--- config.mk ---
export PLATFORM = sky130hd
export DESIGN_NAME = rational_arithmetic_unit
export DESIGN_NICKNAME = d
export VERILOG_FILES = /design/src/rtl/core/rau_pkg.sv /design/src/rtl/core/rational_arithmetic_unit.sv
export SDC_FILE = /design/constraint.sdc
export NUM_CORES = 2
export LEC_CHECK = 0
export BUFFER_PORTS_ARGS = -buffer_cell sky130_fd_sc_hd__buf_2
export CORE_UTILIZATION = 32
export DETAILED_ROUTE_END_ITERATION = 6
export PLACE_DENSITY = 0.48
export SYNTH_ARGS = -nofsm -noshare
export SYNTH_HDL_FRONTEND = slang
export SYNTH_SLANG_ARGS = --single-unit
--- constraint.sdc ---
create_clock -name clk -period 15.7 [get_ports clk]
set_input_delay 0 -clock clk [delete_from_list [all_inputs] [get_ports clk]]
set_output_delay 0 -clock clk [all_outputs]
set_load 0.01 [all_outputs]
--- src/rtl/core/rau_pkg.sv ---
// ----------------------------------------------------------------------------
// Rational arithmetic unit package
// Action and status codes shared by the rational arithmetic unit.
// ----------------------------------------------------------------------------
`default_nettype none

package rau_pkg;

  typedef logic [2:0] action_t;
  typedef logic [1:0] status_t;

  localparam action_t ACT_ADD = 3'd0;
  localparam action_t ACT_SUB = 3'd1;
  localparam action_t ACT_MUL = 3'd2;
  localparam action_t ACT_DIV = 3'd3;
  localparam action_t ACT_CMP = 3'd4;

  localparam status_t STAT_OK       = 2'd0;
  localparam status_t STAT_DIV_ZERO = 2'd1;
  localparam status_t STAT_OVERFLOW = 2'd2;

endpackage

`default_nettype wire

--- src/rtl/core/rational_arithmetic_unit.sv ---
// ----------------------------------------------------------------------------
// Rational arithmetic unit
// Add, subtract, multiply, divide or compare two fractions; reduce the result
// by its greatest common divisor with one multiplier and one shared adder.
// ----------------------------------------------------------------------------
// Sequence: an unused action or a zero divisor ends in S_MUL_A, compare ends in
//   S_MUL_B, a zero numerator in S_GCD_INIT; otherwise the products, a binary
//   GCD and two restoring divisions (numerator, then denominator) lead to S_FINISH.
// Throughput: one transfer at a time; busy stays high until out_valid; the
//   receiver cannot stall. Reset: synchronous rst_n returns the sequencer to idle.
`default_nettype none

module rational_arithmetic_unit #(
  parameter int DATA_WIDTH = 32
) (
  input  wire                   clk,
  input  wire                   rst_n,
  input  wire                   start,
  output logic                  busy,
  input  rau_pkg::action_t      in_action,
  input  wire  signed [31:0]    in_a_num,
  input  wire         [30:0]    in_a_den,
  input  wire  signed [31:0]    in_b_num,
  input  wire         [30:0]    in_b_den,
  output logic                  out_valid,
  output logic signed [31:0]    out_result_num,
  output logic        [30:0]    out_result_den,
  output logic                  out_is_equal,
  output rau_pkg::status_t      out_status
);

  import rau_pkg::*;

  localparam int MW = DATA_WIDTH;
  localparam int PW = 2 * DATA_WIDTH;
  localparam int KW = $clog2(PW);
  localparam logic [PW-1:0] NUM_LIMIT = {{(PW-MW){1'b0}}, 1'b1, {(MW-1){1'b0}}};
  localparam logic [PW-1:0] NUM_MAX   = NUM_LIMIT - 1'b1;
  localparam logic [KW-1:0] DIV_LAST  = KW'(PW - 1);

  typedef enum logic [3:0] {
    S_IDLE, S_MUL_A, S_MUL_B, S_MUL_C, S_COMBINE, S_NEGATE,
    S_GCD_INIT, S_GCD, S_DIV_NUM, S_DIV_DEN, S_FINISH
  } state_t;

  state_t          state_r, state_nxt;
  action_t         action_r, action_nxt;
  logic            an_neg_r, an_neg_nxt;
  logic            bn_neg_r, bn_neg_nxt;
  logic [MW-1:0]   an_mag_r, an_mag_nxt;
  logic [MW-1:0]   bn_mag_r, bn_mag_nxt;
  logic [MW-2:0]   ad_r, ad_nxt;
  logic [MW-2:0]   bd_r, bd_nxt;
  logic [PW-1:0]   num_r, num_nxt;
  logic            num_neg_r, num_neg_nxt;
  logic [PW-1:0]   aux_r, aux_nxt;
  logic [PW-1:0]   den_r, den_nxt;
  logic [PW-1:0]   u_r, u_nxt;
  logic [PW-1:0]   v_r, v_nxt;
  logic [KW-1:0]   k_r, k_nxt;
  logic [PW-1:0]   g_r, g_nxt;
  logic [PW-1:0]   rem_r, rem_nxt;
  logic [PW-1:0]   quo_r, quo_nxt;
  logic [KW-1:0]   cnt_r, cnt_nxt;
  logic            out_valid_r, out_valid_nxt;
  logic [31:0]     out_num_r, out_num_nxt;
  logic [30:0]     out_den_r, out_den_nxt;
  logic            out_eq_r, out_eq_nxt;
  status_t         out_status_r, out_status_nxt;

  logic [MW-1:0]   mul_x, mul_y;
  logic [PW-1:0]   mul_p;
  logic [PW:0]     alu_a, alu_b;
  logic            alu_sub;
  logic [PW+1:0]   alu_bx, alu_res;
  logic            alu_borrow;

  logic [MW-1:0]   an_raw, bn_raw;
  logic [MW-1:0]   ad_ext, bd_ext;
  logic            r_neg;
  logic [PW-1:0]   quo_step, rem_step;
  logic            ovf;
  logic [31:0]     mag32;

  assign mul_p      = {{MW{1'b0}}, mul_x} * {{MW{1'b0}}, mul_y};
  assign alu_bx     = alu_sub ? ~{1'b0, alu_b} : {1'b0, alu_b};
  assign alu_res    = {1'b0, alu_a} + alu_bx + {{(PW+1){1'b0}}, alu_sub};
  assign alu_borrow = alu_res[PW+1];

  assign an_raw = in_a_num[MW-1:0];
  assign bn_raw = in_b_num[MW-1:0];
  assign ad_ext = {1'b0, ad_r};
  assign bd_ext = {1'b0, bd_r};
  assign r_neg  = bn_neg_r ^ (action_r == ACT_SUB);

  assign quo_step = {quo_r[PW-2:0], ~alu_borrow};
  assign rem_step = alu_borrow ? alu_a[PW-1:0] : alu_res[PW-1:0];

  assign ovf   = (den_r > NUM_MAX) || (num_neg_r ? (num_r > NUM_LIMIT) : (num_r > NUM_MAX));
  assign mag32 = 32'(num_r[MW-1:0]);

  always_comb begin
    state_nxt      = state_r;
    action_nxt     = action_r;
    an_neg_nxt     = an_neg_r;
    bn_neg_nxt     = bn_neg_r;
    an_mag_nxt     = an_mag_r;
    bn_mag_nxt     = bn_mag_r;
    ad_nxt         = ad_r;
    bd_nxt         = bd_r;
    num_nxt        = num_r;
    num_neg_nxt    = num_neg_r;
    aux_nxt        = aux_r;
    den_nxt        = den_r;
    u_nxt          = u_r;
    v_nxt          = v_r;
    k_nxt          = k_r;
    g_nxt          = g_r;
    rem_nxt        = rem_r;
    quo_nxt        = quo_r;
    cnt_nxt        = cnt_r;
    out_valid_nxt  = 1'b0;
    out_num_nxt    = out_num_r;
    out_den_nxt    = out_den_r;
    out_eq_nxt     = out_eq_r;
    out_status_nxt = out_status_r;
    mul_x          = an_mag_r;
    mul_y          = bd_ext;
    alu_a          = {1'b0, num_r};
    alu_b          = {1'b0, aux_r};
    alu_sub        = 1'b1;

    case (state_r)
      S_IDLE: begin
        if (start) begin
          action_nxt = in_action;
          an_neg_nxt = an_raw[MW-1];
          bn_neg_nxt = bn_raw[MW-1];
          an_mag_nxt = an_raw[MW-1] ? (~an_raw + 1'b1) : an_raw;
          bn_mag_nxt = bn_raw[MW-1] ? (~bn_raw + 1'b1) : bn_raw;
          ad_nxt     = in_a_den[MW-2:0];
          bd_nxt     = in_b_den[MW-2:0];
          state_nxt  = S_MUL_A;
        end
      end
      S_MUL_A: begin
        mul_x = an_mag_r;
        mul_y = (action_r == ACT_MUL) ? bn_mag_r : bd_ext;
        out_num_nxt = 32'd0;
        out_den_nxt = 31'd1;
        out_eq_nxt  = 1'b0;
        if (action_r > ACT_CMP) begin
          out_status_nxt = STAT_OK;
          out_valid_nxt  = 1'b1;
          state_nxt      = S_IDLE;
        end else if (ad_r == '0 || bd_r == '0 ||
                     (action_r == ACT_DIV && bn_mag_r == '0)) begin
          out_status_nxt = STAT_DIV_ZERO;
          out_valid_nxt  = 1'b1;
          state_nxt      = S_IDLE;
        end else begin
          num_nxt     = mul_p;
          num_neg_nxt = an_neg_r ^ ((action_r == ACT_MUL || action_r == ACT_DIV) & bn_neg_r);
          state_nxt   = S_MUL_B;
        end
      end
      S_MUL_B: begin
        if (action_r == ACT_MUL) begin
          mul_x = ad_ext;
          mul_y = bd_ext;
        end else if (action_r == ACT_DIV) begin
          mul_x = ad_ext;
          mul_y = bn_mag_r;
        end else begin
          mul_x = bn_mag_r;
          mul_y = ad_ext;
        end
        if (action_r == ACT_CMP) begin
          out_num_nxt    = 32'd0;
          out_den_nxt    = 31'd1;
          out_eq_nxt     = (num_r == mul_p) && (num_r == '0 || an_neg_r == bn_neg_r);
          out_status_nxt = STAT_OK;
          out_valid_nxt  = 1'b1;
          state_nxt      = S_IDLE;
        end else if (action_r == ACT_MUL || action_r == ACT_DIV) begin
          den_nxt   = mul_p;
          state_nxt = S_GCD_INIT;
        end else begin
          aux_nxt   = mul_p;
          state_nxt = S_MUL_C;
        end
      end
      S_MUL_C: begin
        mul_x     = ad_ext;
        mul_y     = bd_ext;
        den_nxt   = mul_p;
        state_nxt = S_COMBINE;
      end
      S_COMBINE: begin
        alu_a   = {1'b0, num_r};
        alu_b   = {1'b0, aux_r};
        alu_sub = (num_neg_r != r_neg);
        num_nxt = alu_res[PW-1:0];
        if (alu_sub && alu_borrow) begin
          num_neg_nxt = r_neg;
          state_nxt   = S_NEGATE;
        end else begin
          state_nxt = S_GCD_INIT;
        end
      end
      S_NEGATE: begin
        alu_a     = '0;
        alu_b     = {1'b0, num_r};
        alu_sub   = 1'b1;
        num_nxt   = alu_res[PW-1:0];
        state_nxt = S_GCD_INIT;
      end
      S_GCD_INIT: begin
        if (num_r == '0) begin
          out_num_nxt    = 32'd0;
          out_den_nxt    = 31'd1;
          out_eq_nxt     = 1'b0;
          out_status_nxt = STAT_OK;
          out_valid_nxt  = 1'b1;
          state_nxt      = S_IDLE;
        end else begin
          u_nxt     = num_r;
          v_nxt     = den_r;
          k_nxt     = '0;
          state_nxt = S_GCD;
        end
      end
      S_GCD: begin
        alu_a   = {1'b0, u_r};
        alu_b   = {1'b0, v_r};
        alu_sub = 1'b1;
        if (u_r == v_r) begin
          g_nxt     = u_r << k_r;
          rem_nxt   = '0;
          quo_nxt   = num_r;
          cnt_nxt   = DIV_LAST;
          state_nxt = S_DIV_NUM;
        end else if (!u_r[0] && !v_r[0]) begin
          u_nxt = u_r >> 1;
          v_nxt = v_r >> 1;
          k_nxt = k_r + 1'b1;
        end else if (!u_r[0]) begin
          u_nxt = u_r >> 1;
        end else if (!v_r[0]) begin
          v_nxt = v_r >> 1;
        end else if (alu_borrow) begin
          u_nxt = v_r;
          v_nxt = u_r;
        end else begin
          u_nxt = alu_res[PW-1:0];
        end
      end
      S_DIV_NUM, S_DIV_DEN: begin
        alu_a   = {rem_r, quo_r[PW-1]};
        alu_b   = {1'b0, g_r};
        alu_sub = 1'b1;
        rem_nxt = rem_step;
        quo_nxt = quo_step;
        cnt_nxt = cnt_r - 1'b1;
        if (cnt_r == '0) begin
          if (state_r == S_DIV_NUM) begin
            num_nxt   = quo_step;
            rem_nxt   = '0;
            quo_nxt   = den_r;
            cnt_nxt   = DIV_LAST;
            state_nxt = S_DIV_DEN;
          end else begin
            den_nxt   = quo_step;
            state_nxt = S_FINISH;
          end
        end
      end
      S_FINISH: begin
        out_eq_nxt    = 1'b0;
        out_valid_nxt = 1'b1;
        state_nxt     = S_IDLE;
        if (ovf) begin
          out_num_nxt    = 32'd0;
          out_den_nxt    = 31'd1;
          out_status_nxt = STAT_OVERFLOW;
        end else begin
          out_num_nxt    = num_neg_r ? (32'd0 - mag32) : mag32;
          out_den_nxt    = 31'(den_r[MW-2:0]);
          out_status_nxt = STAT_OK;
        end
      end
      default: begin
        state_nxt = S_IDLE;
      end
    endcase
  end

  always_ff @(posedge clk) begin
    action_r     <= action_nxt;
    an_neg_r     <= an_neg_nxt;
    bn_neg_r     <= bn_neg_nxt;
    an_mag_r     <= an_mag_nxt;
    bn_mag_r     <= bn_mag_nxt;
    ad_r         <= ad_nxt;
    bd_r         <= bd_nxt;
    num_r        <= num_nxt;
    num_neg_r    <= num_neg_nxt;
    aux_r        <= aux_nxt;
    den_r        <= den_nxt;
    u_r          <= u_nxt;
    v_r          <= v_nxt;
    k_r          <= k_nxt;
    g_r          <= g_nxt;
    rem_r        <= rem_nxt;
    quo_r        <= quo_nxt;
    cnt_r        <= cnt_nxt;
    out_num_r    <= out_num_nxt;
    out_den_r    <= out_den_nxt;
    out_eq_r     <= out_eq_nxt;
    out_status_r <= out_status_nxt;
    if (!rst_n) begin
      state_r     <= S_IDLE;
      out_valid_r <= 1'b0;
    end else begin
      state_r     <= state_nxt;
      out_valid_r <= out_valid_nxt;
    end
  end

  assign busy           = (state_r != S_IDLE);
  assign out_valid      = out_valid_r;
  assign out_result_num = out_num_r;
  assign out_result_den = out_den_r;
  assign out_is_equal   = out_eq_r;
  assign out_status     = out_status_r;

endmodule

`default_nettype wire

==> qor.txt <==
CP max stage cell = a2111oi_0
Layout Nets = 10,000
Run status = finished, final reports clean
Crit start category = flip-flop
Most instantiated library cell after synthesis = nand2_1
WP data arrival = 13,760 ps
Post-synthesis async set-or-reset flop share = 0%
Net Count, Synth = 9,911
Total negative slack = 0 ps
Fin crit period = 13,150 ps
Post-Syn Area = 79,200 sq um
Fmax = 76.1 MHz
Largest net degree at the start of global routing = 136
Via Count = 67,700
# DRC = 0
Critical Setup Path Class = reg2reg
#FFs+latches synth = 727
Crit share post-route = 83.7%
Slew HR = 10.3%
Setup Skew = 70.4 ps
H-tree levels = 3
Share of the yosys chip area belonging to registers = 27.5%
Root buffer selected by CTS = clkbuf_16
Post-CTS setup buffer count = 0
DRT iter0 DRCs = 7,961
Synth top area cells = edfxtp_1 (27%), fa_1 (23%), nand2_1 (5.8%), ha_1 (5.3%), nor2_1 (4.6%)
CP max FO = 53
Routability cong. = 0.977
WL final = 343,000 um
Ports = 200
Crit path top cell by count = fa_1
Syn avg cell area = 9.27 sq um
Clk buf depth = 3
TritonCTS Buffers = 87
Post-CTS sizing = 0
Vias in the first global route = 68,200
Worst EP required = 16,320 ps
HP Class = in2reg
Total gr overflow = 0
Top post-synthesis cells by count = nand2_1 (1,228), nor2_1 (971), inv_1 (946)
Post-synth top area share = 27.4%
Std cell rows = 182
Clk pin slew, worst setup/hold paths = 60 ps
Area leader, netlist = edfxtp_1
TritonRoute pass-1 iters = 6
Synth unique cells = 94
Drt via density = 5.65
Initial Utilization = 32.2%
# setup viols final = 0
Port Buffers = 199
Post-synth EDFFs = 722
Antenna Nets Post-Route = 0
Max cap viols = 0
CTS tree = done
Worst-Skew Late Latency = 760 ps
Share of cells above drive strength 1 = 8.18%
Core area = 246,000 sq um
Critical Path Sink Type = flip-flop
Worst-margin pin slew = 1350 ps
Max-slew violation count = 0
Syn. warnings = 0
Crit-path max cell delay = 970 ps
Global-route wire length before repair = 494,000 um
Detailed Place HPWL = 258,000 um
Drt wl/cell = 28.6 um
Die Wd = 500 um
Hold-fix buffers, CTS = 240
Clk sinks = 727
Initial antenna violation count = 13
GRT Total Usage = 27.0%
Die H = 500 um
Dominant synthesized flop cell = edfxtp_1
Unrepaired setup endpoints after global routing = false
Die ar. = 250,000 sq um
Synth Instances = 8,547
Final hold vios = 0
Layout area overhead = 13.2%
## per-layer routing
| layer | global-route usage (%) | up-vias | wire length, um | part of all wire, % |
|---|---|---|---|---|
| met5 | 0 | - | 27 | 0.0079 |
| met2 | 42.5 | 3396 | 153000 | 45 |
| li1 | - | 29200 | - | - |
| met4 | 12.9 | 4 | 18700 | 5.5 |
| met3 | 4.43 | 624 | 28200 | 8.2 |
| met1 | 36.2 | 34500 | 143000 | 42 |
## per-stage QoR
| step | setup slack, ps | utilization, % | cell area [sq um] | hold slack [ps] | cells |
|---|---|---|---|---|---|
| 6_report | 2550 | 36.4 | 89600 | 50.3 | 12000 |
| 5_1_grt | 2010 | 36.4 | 89600 | 35.6 | 12000 |
| 4_1_cts | 2570 | 36.4 | 89600 | 5.52 | 12000 |
| 3_5_place_dp | 2570 | 34.3 | 84300 | 178 | 11600 |
| 3_3_place_gp | 2710 | 34.3 | 84300 | 178 | 11600 |
| 2_1_floorplan | 3080 | - | 79200 | 98.9 | 8547 |
## sequential cells by signal, indices dropped and copies added (netlist names), 64 cells and up
name	flops
num_r	64
aux_r	64
rem_r	64
quo_r	64
g_r	64
den_r	64
u_r	64
v_r	64
## worst max-delay path, delay by kind of cell, from the launching register on
family | cells | cell delay, ps
simple gates | 9 | 2930
fa+ha+maj | 9 | 4350
xor+xnor | 2 | 860
compound gates | 5 | 2110
buf+inv | 7 | 1770
flops | 1 | 900
## path summary, 6_finish.rpt
kind	cells past startpoint	end	from	slack, ps
setup reg to reg	32	out_is_equal	state_r[0]	2550
hold / removal	2	bd_r[8]	in_b_den[8]	50
hold reg to reg	2	num_r[22]	quo_r[21]	570
setup / recovery	32	out_is_equal	state_r[0]	2550
## cell type report
cell class / instances / area (sq um)
clock buffers: 105 / 2290
clock inverters: 53 / 651
multi-input cells: 6274 / 52400
flip-flops and latches: 727 / 21800
repair buffers: 636 / 4900
well taps: 3220 / 4030
fillers: 25000 / 156000
diodes: 4 / 10.0
inverters: 949 / 3560
## kinds of logic after synthesis
logic type / count (synthesis) / synth area share, %
adder cells (fa/ha/maj): 1232 / 28.0
flip-flops: 727 / 27.5
multiplexers: 322 / 4.88
AND/OR/NAND/NOR: 2736 / 14.7
buffers and inverters: 1546 / 7.39
XOR/XNOR: 401 / 4.51
AO/OA/AOI/OAI: 1583 / 13.1
## cells in the final DEF (no fill, tap or decap), drive strengths merged, types with 262 or more instances in the layout
master     n
mux2i    262
nor2     971
edfxtp   722
inv      952
fa       897
nand2   1228
buf      396
ha       335
o21ai    424
a21oi    408
xnor2    263
Power is left out: the tool's default activity adds up to more than one toggle a clock period on the data nets, which glitch-free logic cannot reach.
